## src/hdl/dpcm_pkg.sv

```systemverilog
// Shared types, register indexes and the delta table of the DPCM audio frame decoder.
`default_nettype none

package dpcm_pkg;

    localparam int BYTE_W   = 8;
    localparam int SAMPLE_W = 16;
    localparam int CFG_IDX_W  = 2;
    localparam int CFG_DATA_W = 1;

    typedef enum logic [CFG_IDX_W-1:0] {
        REG_STEREO     = 2'd0,
        REG_COMPRESSED = 2'd1,
        REG_WIDE_PCM   = 2'd2
    } cfg_idx_t;

    typedef struct packed {
        logic stereo;
        logic compressed;
        logic wide_pcm;
    } cfg_t;

    typedef struct packed {
        logic [BYTE_W-1:0] data_byte;
        logic              frame_start;
        logic              frame_last;
    } in_item_t;

    typedef struct packed {
        logic signed [SAMPLE_W-1:0] sample;
        logic                       channel;
    } result_t;

    localparam logic signed [SAMPLE_W-1:0] SAT_MAX = 16'sh7FFF;
    localparam logic signed [SAMPLE_W-1:0] SAT_MIN = 16'sh8000;

    localparam logic signed [SAMPLE_W-1:0] STEP_TABLE [256] = '{
             16'sd0,      16'sd1,      16'sd2,      16'sd3,
             16'sd4,      16'sd5,      16'sd6,      16'sd7,
             16'sd8,      16'sd9,     16'sd10,     16'sd11,
            16'sd12,     16'sd13,     16'sd14,     16'sd15,
            16'sd16,     16'sd17,     16'sd18,     16'sd19,
            16'sd20,     16'sd21,     16'sd22,     16'sd23,
            16'sd24,     16'sd25,     16'sd26,     16'sd27,
            16'sd28,     16'sd29,     16'sd30,     16'sd31,
            16'sd32,     16'sd33,     16'sd34,     16'sd35,
            16'sd36,     16'sd37,     16'sd38,     16'sd39,
            16'sd40,     16'sd41,     16'sd42,     16'sd43,
            16'sd47,     16'sd51,     16'sd56,     16'sd61,
            16'sd66,     16'sd72,     16'sd79,     16'sd86,
            16'sd94,    16'sd102,    16'sd112,    16'sd122,
           16'sd133,    16'sd145,    16'sd158,    16'sd173,
           16'sd189,    16'sd206,    16'sd225,    16'sd245,
           16'sd267,    16'sd292,    16'sd318,    16'sd348,
           16'sd379,    16'sd414,    16'sd452,    16'sd493,
           16'sd538,    16'sd587,    16'sd640,    16'sd699,
           16'sd763,    16'sd832,    16'sd908,    16'sd991,
          16'sd1081,   16'sd1180,   16'sd1288,   16'sd1405,
          16'sd1534,   16'sd1673,   16'sd1826,   16'sd1993,
          16'sd2175,   16'sd2373,   16'sd2590,   16'sd2826,
          16'sd3084,   16'sd3365,   16'sd3672,   16'sd4008,
          16'sd4373,   16'sd4772,   16'sd5208,   16'sd5683,
          16'sd6202,   16'sd6767,   16'sd7385,   16'sd8059,
          16'sd8794,   16'sd9597,  16'sd10472,  16'sd11428,
         16'sd12471,  16'sd13609,  16'sd14851,  16'sd16206,
         16'sd17685,  16'sd19298,  16'sd21060,  16'sd22981,
         16'sd25078,  16'sd27367,  16'sd29864,  16'sd32589,
        -16'sd29973, -16'sd26728, -16'sd23186, -16'sd19322,
        -16'sd15105, -16'sd10503,  -16'sd5481,     -16'sd1,
              16'sd1,      16'sd1,   16'sd5481,  16'sd10503,
          16'sd15105,  16'sd19322,  16'sd23186,  16'sd26728,
          16'sd29973, -16'sd32589, -16'sd29864, -16'sd27367,
        -16'sd25078, -16'sd22981, -16'sd21060, -16'sd19298,
        -16'sd17685, -16'sd16206, -16'sd14851, -16'sd13609,
        -16'sd12471, -16'sd11428, -16'sd10472,  -16'sd9597,
         -16'sd8794,  -16'sd8059,  -16'sd7385,  -16'sd6767,
         -16'sd6202,  -16'sd5683,  -16'sd5208,  -16'sd4772,
         -16'sd4373,  -16'sd4008,  -16'sd3672,  -16'sd3365,
         -16'sd3084,  -16'sd2826,  -16'sd2590,  -16'sd2373,
         -16'sd2175,  -16'sd1993,  -16'sd1826,  -16'sd1673,
         -16'sd1534,  -16'sd1405,  -16'sd1288,  -16'sd1180,
         -16'sd1081,   -16'sd991,   -16'sd908,   -16'sd832,
          -16'sd763,   -16'sd699,   -16'sd640,   -16'sd587,
          -16'sd538,   -16'sd493,   -16'sd452,   -16'sd414,
          -16'sd379,   -16'sd348,   -16'sd318,   -16'sd292,
          -16'sd267,   -16'sd245,   -16'sd225,   -16'sd206,
          -16'sd189,   -16'sd173,   -16'sd158,   -16'sd145,
          -16'sd133,   -16'sd122,   -16'sd112,   -16'sd102,
           -16'sd94,    -16'sd86,    -16'sd79,    -16'sd72,
           -16'sd66,    -16'sd61,    -16'sd56,    -16'sd51,
           -16'sd47,    -16'sd43,    -16'sd42,    -16'sd41,
           -16'sd40,    -16'sd39,    -16'sd38,    -16'sd37,
           -16'sd36,    -16'sd35,    -16'sd34,    -16'sd33,
           -16'sd32,    -16'sd31,    -16'sd30,    -16'sd29,
           -16'sd28,    -16'sd27,    -16'sd26,    -16'sd25,
           -16'sd24,    -16'sd23,    -16'sd22,    -16'sd21,
           -16'sd20,    -16'sd19,    -16'sd18,    -16'sd17,
           -16'sd16,    -16'sd15,    -16'sd14,    -16'sd13,
           -16'sd12,    -16'sd11,    -16'sd10,     -16'sd9,
            -16'sd8,     -16'sd7,     -16'sd6,     -16'sd5,
            -16'sd4,     -16'sd3,     -16'sd2,     -16'sd1
    };

endpackage

`default_nettype wire

```

## src/hdl/dpcm_cfg_regs.sv

```systemverilog
// Configuration registers of the DPCM audio frame decoder.
`default_nettype none

module dpcm_cfg_regs (
    input  wire logic                              aclk,
    input  wire logic                              aresetn,
    input  wire logic                              cfg_wr_en,
    input  wire logic [dpcm_pkg::CFG_IDX_W-1:0]    cfg_addr,
    input  wire logic [dpcm_pkg::CFG_DATA_W-1:0]   cfg_wdata,
    output dpcm_pkg::cfg_t                         cfg
);
    import dpcm_pkg::*;

    cfg_t cfg_reg;
    cfg_t cfg_next;

    always_comb begin
        cfg_next = cfg_reg;
        if (cfg_wr_en) begin
            case (cfg_idx_t'(cfg_addr))
                REG_STEREO:     cfg_next.stereo     = cfg_wdata[0];
                REG_COMPRESSED: cfg_next.compressed = cfg_wdata[0];
                REG_WIDE_PCM:   cfg_next.wide_pcm   = cfg_wdata[0];
                default:        cfg_next = cfg_reg;
            endcase
        end
    end

    always_ff @(posedge aclk) begin
        if (!aresetn) begin
            cfg_reg <= '{stereo: 1'b0, compressed: 1'b0, wide_pcm: 1'b1};
        end else begin
            cfg_reg <= cfg_next;
        end
    end

    assign cfg = cfg_reg;

endmodule

`default_nettype wire

```

## src/hdl/dpcm_decode_core.sv

```systemverilog
// Input register, decoder state and single-pass sample decode.
`default_nettype none

module dpcm_decode_core (
    input  wire logic         aclk,
    input  wire logic         aresetn,
    input  wire dpcm_pkg::cfg_t cfg,
    input  wire logic         in_valid,
    output logic              in_ready,
    input  wire dpcm_pkg::in_item_t in_item,
    input  wire logic         res_space,
    output logic              res_push,
    output dpcm_pkg::result_t res
);
    import dpcm_pkg::*;

    logic                       in_vld_reg;
    in_item_t                   item_reg;
    logic [SAMPLE_W-1:0]        pred_reg [2];
    logic [SAMPLE_W-1:0]        pred_next [2];
    logic                       chan_reg;
    logic                       chan_next;
    logic [1:0]                 seen_reg;
    logic [1:0]                 seen_next;
    logic [BYTE_W-1:0]          held_reg;
    logic [BYTE_W-1:0]          held_next;
    logic                       phase_reg;
    logic                       phase_next;

    logic                       fire;
    logic [1:0]                 seen_cur;
    logic                       chan_cur;
    logic                       phase_cur;
    logic                       seed;
    logic [SAMPLE_W-1:0]        word;
    logic signed [SAMPLE_W:0]   sum;
    logic [SAMPLE_W-1:0]        sat;
    logic                       res_vld;

    assign fire     = in_vld_reg && res_space;
    assign in_ready = !in_vld_reg || res_space;

    assign seen_cur  = item_reg.frame_start ? 2'd0 : seen_reg;
    assign chan_cur  = item_reg.frame_start ? 1'b0 : chan_reg;
    assign phase_cur = item_reg.frame_start ? 1'b0 : phase_reg;
    assign seed      = seen_cur <= {1'b0, cfg.stereo};
    assign word      = {item_reg.data_byte, held_reg};

    assign sum = {pred_reg[chan_cur][SAMPLE_W-1], pred_reg[chan_cur]}
               + {STEP_TABLE[item_reg.data_byte][SAMPLE_W-1],
                  STEP_TABLE[item_reg.data_byte]};

    always_comb begin
        if (sum[SAMPLE_W] != sum[SAMPLE_W-1]) begin
            sat = sum[SAMPLE_W] ? SAT_MIN : SAT_MAX;
        end else begin
            sat = sum[SAMPLE_W-1:0];
        end
    end

    always_comb begin
        pred_next[0] = pred_reg[0];
        pred_next[1] = pred_reg[1];
        chan_next    = chan_cur;
        seen_next    = seen_cur;
        held_next    = held_reg;
        phase_next   = phase_cur;
        res_vld      = 1'b0;
        res.sample   = '0;
        res.channel  = 1'b0;
        if (cfg.compressed) begin
            if (seed) begin
                if (!phase_cur) begin
                    held_next  = item_reg.data_byte;
                    phase_next = 1'b1;
                end else begin
                    phase_next            = 1'b0;
                    pred_next[seen_cur[0]] = word;
                    seen_next             = seen_cur + 2'd1;
                    res_vld               = 1'b1;
                    res.sample            = word;
                    res.channel           = seen_cur[0];
                end
            end else if (!(cfg.stereo && item_reg.frame_last && !chan_cur)) begin
                pred_next[chan_cur] = sat;
                chan_next           = chan_cur ^ cfg.stereo;
                res_vld             = 1'b1;
                res.sample          = sat;
                res.channel         = chan_cur;
            end
        end else if (!cfg.wide_pcm) begin
            res_vld    = 1'b1;
            res.sample = {~item_reg.data_byte[BYTE_W-1], item_reg.data_byte[BYTE_W-2:0],
                          {BYTE_W{1'b0}}};
        end else if (!phase_cur) begin
            held_next  = item_reg.data_byte;
            phase_next = 1'b1;
        end else begin
            phase_next = 1'b0;
            res_vld    = 1'b1;
            res.sample = word;
        end
    end

    assign res_push = fire && res_vld;

    always_ff @(posedge aclk) begin
        if (in_ready) begin
            item_reg <= in_item;
        end
    end

    always_ff @(posedge aclk) begin
        if (!aresetn) begin
            in_vld_reg  <= 1'b0;
            pred_reg[0] <= '0;
            pred_reg[1] <= '0;
            chan_reg    <= 1'b0;
            seen_reg    <= 2'd0;
            held_reg    <= '0;
            phase_reg   <= 1'b0;
        end else begin
            if (in_ready) begin
                in_vld_reg <= in_valid;
            end
            if (fire) begin
                pred_reg[0] <= pred_next[0];
                pred_reg[1] <= pred_next[1];
                chan_reg    <= chan_next;
                seen_reg    <= seen_next;
                held_reg    <= held_next;
                phase_reg   <= phase_next;
            end
        end
    end

endmodule

`default_nettype wire

```

## src/hdl/dpcm_out_skid.sv

```systemverilog
// Two-entry result buffer that decouples the decoder from the result channel.
`default_nettype none

module dpcm_out_skid (
    input  wire logic          aclk,
    input  wire logic          aresetn,
    input  wire logic          push,
    input  wire dpcm_pkg::result_t push_data,
    output logic               space,
    output logic               out_valid,
    input  wire logic          out_ready,
    output dpcm_pkg::result_t  out_data
);
    import dpcm_pkg::*;

    result_t     buf_mem [2];
    logic        wr_ptr_reg;
    logic        rd_ptr_reg;
    logic [1:0]  count_reg;
    logic [1:0]  count_next;
    logic        pop;

    assign space     = count_reg != 2'd2;
    assign out_valid = count_reg != 2'd0;
    assign pop       = out_valid && out_ready;
    assign out_data  = buf_mem[rd_ptr_reg];

    always_comb begin
        count_next = count_reg;
        if (push && !pop) begin
            count_next = count_reg + 2'd1;
        end else if (pop && !push) begin
            count_next = count_reg - 2'd1;
        end
    end

    always_ff @(posedge aclk) begin
        if (push) begin
            buf_mem[wr_ptr_reg] <= push_data;
        end
    end

    always_ff @(posedge aclk) begin
        if (!aresetn) begin
            wr_ptr_reg <= 1'b0;
            rd_ptr_reg <= 1'b0;
            count_reg  <= 2'd0;
        end else begin
            count_reg <= count_next;
            if (push) begin
                wr_ptr_reg <= ~wr_ptr_reg;
            end
            if (pop) begin
                rd_ptr_reg <= ~rd_ptr_reg;
            end
        end
    end

endmodule

`default_nettype wire

```

## src/hdl/dpcm_audio_frame_decoder.sv

```systemverilog
// Path: an accepted byte is held in the input register, decoded, and its sample is written into the result buffer.
// Throughput: one byte per cycle while the result buffer has space; the predictor add and saturate are combinational.
// Backpressure is absorbed by a two-entry result buffer; s_tready depends on registers only.
// Reset: synchronous, active low; clears predictors, frame phase and buffers,
// and sets stereo=0, compressed=0, wide_pcm=1.
`default_nettype none

module dpcm_audio_frame_decoder (
    input  wire logic                              aclk,
    input  wire logic                              aresetn,
    input  wire logic                              cfg_wr_en,
    input  wire logic [dpcm_pkg::CFG_IDX_W-1:0]    cfg_addr,
    input  wire logic [dpcm_pkg::CFG_DATA_W-1:0]   cfg_wdata,
    input  wire logic                              s_tvalid,
    output logic                                   s_tready,
    input  wire logic [7:0]                        s_tdata,   // [7:0] data_byte
    input  wire logic                              s_tuser,   // [0] frame_start
    input  wire logic                              s_tlast,
    output logic                                   m_tvalid,
    input  wire logic                              m_tready,
    output logic [15:0]                            m_tdata,   // [15:0] sample
    output logic                                   m_tuser    // [0] channel
);
    import dpcm_pkg::*;

    cfg_t     cfg;
    in_item_t in_item;
    result_t  res;
    result_t  out_res;
    logic     res_push;
    logic     res_space;

    assign in_item.data_byte   = s_tdata;
    assign in_item.frame_start = s_tuser;
    assign in_item.frame_last  = s_tlast;

    dpcm_cfg_regs u_cfg (
        .aclk      (aclk),
        .aresetn   (aresetn),
        .cfg_wr_en (cfg_wr_en),
        .cfg_addr  (cfg_addr),
        .cfg_wdata (cfg_wdata),
        .cfg       (cfg)
    );

    dpcm_decode_core u_core (
        .aclk      (aclk),
        .aresetn   (aresetn),
        .cfg       (cfg),
        .in_valid  (s_tvalid),
        .in_ready  (s_tready),
        .in_item   (in_item),
        .res_space (res_space),
        .res_push  (res_push),
        .res       (res)
    );

    dpcm_out_skid u_skid (
        .aclk      (aclk),
        .aresetn   (aresetn),
        .push      (res_push),
        .push_data (res),
        .space     (res_space),
        .out_valid (m_tvalid),
        .out_ready (m_tready),
        .out_data  (out_res)
    );

    assign m_tdata = out_res.sample;
    assign m_tuser = out_res.channel;

endmodule

`default_nettype wire
```

## config.mk

```make
export PLATFORM = sky130hd
export DESIGN_NAME = dpcm_audio_frame_decoder
export DESIGN_NICKNAME = d
export VERILOG_FILES = /design/src/hdl/dpcm_pkg.sv /design/src/hdl/dpcm_cfg_regs.sv /design/src/hdl/dpcm_decode_core.sv /design/src/hdl/dpcm_out_skid.sv /design/src/hdl/dpcm_audio_frame_decoder.sv
export SDC_FILE = /design/constraint.sdc
export NUM_CORES = 1
export LEC_CHECK = 0
export BUFFER_PORTS_ARGS = -buffer_cell sky130_fd_sc_hd__buf_2
export CORE_MARGIN = 5
export CORE_UTILIZATION = 60
export CTS_CLUSTER_DIAMETER = 120
export CTS_CLUSTER_SIZE = 24
export DETAILED_ROUTE_END_ITERATION = 7
export PLACE_DENSITY = 0.85
export SLEW_MARGIN = 40
export SYNTH_ARGS = -nofsm -noshare
export SYNTH_HDL_FRONTEND = slang
export SYNTH_SLANG_ARGS = --single-unit
```

## constraint.sdc

```tcl
create_clock -name aclk -period 6.1 [get_ports aclk]
set_clock_uncertainty 0.05 [all_clocks]
set_input_delay 0.305 -clock aclk [delete_from_list [all_inputs] [get_ports aclk]]
set_output_delay 0.305 -clock aclk [all_outputs]
set_load 0.02 [all_outputs]
```

==> reports/results.tsv <==
stage	metric	value	unit
cts	cts_max_level	3	
finish	largest_reg_flops	34	
floorplanning	die_y	129.5	um
sta	hold_viol_final	0	
logic_synthesis	async_reset_ff_frac	0	
finish	final_cell_mix	nand2_1 (145), o21ai_0 (110), a21oi_1 (89), edfxtp_1 (76), nor2_1 (75)	
routing	via_count	9063	
sta	finalCriticalPeriod	5.810	ns
routing	drt_iter0_drc	1904	
cts	cts_buffer_depth	2	
worst_setup_path	critical_path_required	6.08	ns
floorplanning	start_util	0.6152	
worst_setup_path	r2r_cells	18	
worst_setup_path	critical_path.endpoint_type	register	
global_routing	grt_max_degree	66	
sta	rsz0062_at_grt	false	
routing	via_per_inst	7.262	
sta	min_period_over_period	0.9524	
cts	cts.sinks	97	
cts	postCtsSetupRepairBufs	0	
worst_setup_path	worstPathCellList	buf_4, ha_1, nor2b_1, nor3_1, a31oi_1, o211ai_1, nand3_1, o21ai_0, a21oi_1, ha_1, fa_1, a21o_1, a221oi_4, o21ai_2, a211o_1, mux2_4, nand2_1, o21ai_0	
worst_hold_path	worstHoldPathType	input port to register	
finish	drive_gt1_frac	0.1255	
worst_setup_path	startpoint_type	register	
pwr	leakagePower	3.411	nW
floorplanning	dieWidth	129.5	um
placed_design	dp_hpwl	20300	um
finish	area_delta_synth_final	7.283	%
cts	cts_buffers	9	
global_routing	track_usage	0.3455	
worst_setup_path	cp.arrival	5.79	ns
finish	layout.cells.most_common	nand2_1	
worst_setup_path	critPathSlowestCell	ha_1	
worst_setup_path	crit_type	register to register	
logic_synthesis	ys_seq_area_frac	0.3152	
sta	finalMaxSlewViolations	0	
worst_hold_path	hold_path.startpoint	s_tdata[3]	
floorplanning	core	0.01393	mm^2
cts	ctsHoldBuffers	0	
cts	cts_resized	0	
cts	clk_pin_slew	0.06	ns
pwr	power_density	284.5	mW/mm^2
logic_synthesis	synthCells	1078	
floorplanning	num_io_pins	37	
run	maxCapViolCount	0	
routing	drt_pass1_iterations	8	
placed_design	portBuffers	36	
floorplanning	dieArea	0.01678	mm^2
routing	drcViolationCount	34	
outcome	status	finished, violations left	
logic_synthesis	synth_edf_count	76	
logic_synthesis	ys_ff_latch	97	
sta	slew-limit-headroom	0.4370	
global_routing	grt_pass1_vias	8266	
logic_synthesis	syn_area	0.008573	mm^2
routing	wl_per_cell	23.41	um
sta	setup_violations	0	
placed_design	gp_congestion	1.043	
sta	max_freq	0.1721	GHz
logic_synthesis	avgSynthCellArea	7.953	um^2
finish	nNetsFinal	1113	
logic_synthesis	netlist-cell-type-count	75	
finish	num_antenna_cells	0	
worst_hold_path	whs_endpoint	u_core.item_reg[5]	
worst_setup_path	r2r-end	u_skid.buf_mem[1][5]	
worst_setup_path	cp-startpoint	u_core.item_reg[3]	
sta	worst_pin_slew	0.8399	ns
worst_setup_path	crit_fanout	31	
logic_synthesis	syn-num-nets	1128	
logic_synthesis	synth_flop_cell	edfxtp_1	
logic_synthesis	synth_warnings	0	
global_routing	antenna_found_initial	1	
routing	drtAntennaViolNets	0	
cts	cts_root_buf	clkbuf_16	
finish	final_util	0.6601	
sta	tns	0	ns
finish	fillers	1186	
worst_setup_path	slowest_delay	0.57	ns
worst_setup_path	r2r_slack	0.29	ns
cts	clk_latency	0.34	ns
worst_setup_path	reg2reg_from	u_core.item_reg[3]	
cts	cts_tree	built	
global_routing	grt_pass1_wl	45610	um
global_routing	grt-ovfl-total	0	
floorplanning	rows	43	
pwr	ir_drop	0.0002701	V
outcome	violations	DRC	
routing	wirelength	29210	um
worst_hold_path	hold_depth	1	
==> kinds of logic (layout without fill, tap and decap cells) <==
kind of cell	Yosys count	after routing	share of synthesized area
AOI/OAI and AO/OA	405	405	0.3078
xor gates and xnor gates	12	12	0.01226
muxes	43	43	0.06086
adders and majority gates	32	32	0.04758
buffers and inverters	118	108	0.05560
DFF	97	97	0.3152
and+or+nand+nor	371	371	0.2007
==> metal layers <==
| metal | track usage | wire length (um) | vias to the layer above |
|---|---|---|---|
| li1 | - | - | 4013 |
| met1 | 0.4853 | 11180 | 4101 |
| met2 | 0.4994 | 12290 | 808 |
| met3 | 0.1076 | 4415 | 141 |
| met4 | 0.1333 | 1324 | 0 |
| met5 | 0 | 0 | - |
==> synth_stat cells, drive strengths merged (9+ instances only) <==
| cell type | number | share of area |
|---|---|---|
| nand3 | 26 | 0.015 |
| o22ai | 22 | 0.016 |
| mux2 | 20 | 0.027 |
| edfxtp | 76 | 0.27 |
| clkbuf | 70 | 0.031 |
| a31oi | 18 | 0.013 |
| nand2 | 146 | 0.064 |
| and2 | 16 | 0.012 |
| buf | 27 | 0.015 |
| dfxtp | 21 | 0.049 |
| o221ai | 25 | 0.026 |
| or2 | 9 | 0.0066 |
| o21ai | 114 | 0.067 |
| a211oi | 26 | 0.023 |
| o211ai | 14 | 0.012 |
| mux2i | 18 | 0.021 |
| ha | 31 | 0.045 |
| a221oi | 9 | 0.011 |
| inv | 18 | 0.0079 |
| nor2b | 32 | 0.023 |
| a21boi | 9 | 0.0083 |
| a21oi | 90 | 0.053 |
| nand2b | 20 | 0.015 |
| nor2 | 77 | 0.034 |
| nor3 | 19 | 0.012 |
| a21o | 11 | 0.0096 |
==> worst max path at each step <==
stage,cells after the start,slack [ns],endpoint
3_5_place_dp,18,0.58,u_core.pred_reg[1][8]
2_1_floorplan,22,0.98,u_skid.buf_mem[0][7]
5_1_grt,18,0.17,u_skid.buf_mem[0][5]
4_1_cts,18,0.53,u_core.pred_reg[1][8]
6_report,18,0.29,u_skid.buf_mem[1][5]
3_3_place_gp,18,0.61,u_core.pred_reg[1][1]
==> area by class of cell <==
type / instances / area [um^2] / share of cell area
flip-flops and latches: 97 / 2703 / 0.2938
repair buffers: 71 / 509.2 / 0.05537
multi-input cells: 863 / 5415 / 0.5888
inverters: 21 / 78.83 / 0.008570
clock buffers: 12 / 236.5 / 0.02571
clock inverters: 4 / 30.03 / 0.003265
well taps: 180 / 225.2 / 0.02449
==> critical path, delay by kind of cell, from the launching register on <==
family                   cells  cell delay (ns)
AO/OA/AOI/OAI                9             2.09
multiplexers                 1             0.36
AND/OR/NAND/NOR              4             0.94
flip-flops                   1             0.34
adder cells (fa/ha/maj)      3             1.29
buffers and inverters        1             0.41
==> metrics by stage <==
step	hold slack, ns	setup slack, ns	cell area, um^2	total power [mW]	cells
4_1_cts	0.07840	0.5348	9190	2.567	1248
6_report	0.08583	0.2903	9198	2.617	1248
3_3_place_gp	0.4317	0.6084	8902	2.046	1231
3_5_place_dp	0.4334	0.5824	8924	2.059	1232
2_1_floorplan	0.3539	0.9829	8573	1.713	1078
5_1_grt	0.07278	0.1709	9198	2.744	1248
==> power breakdown <==
| part | internal (mW) | total, mW | switching, mW |
|---|---|---|---|
| clock network | 0.277 | 0.510 | 0.233 |
| registers | 0.764 | 0.827 | 0.0628 |
| logic | 0.468 | 1.28 | 0.813 |
Power figures use the tool's default switching activity.
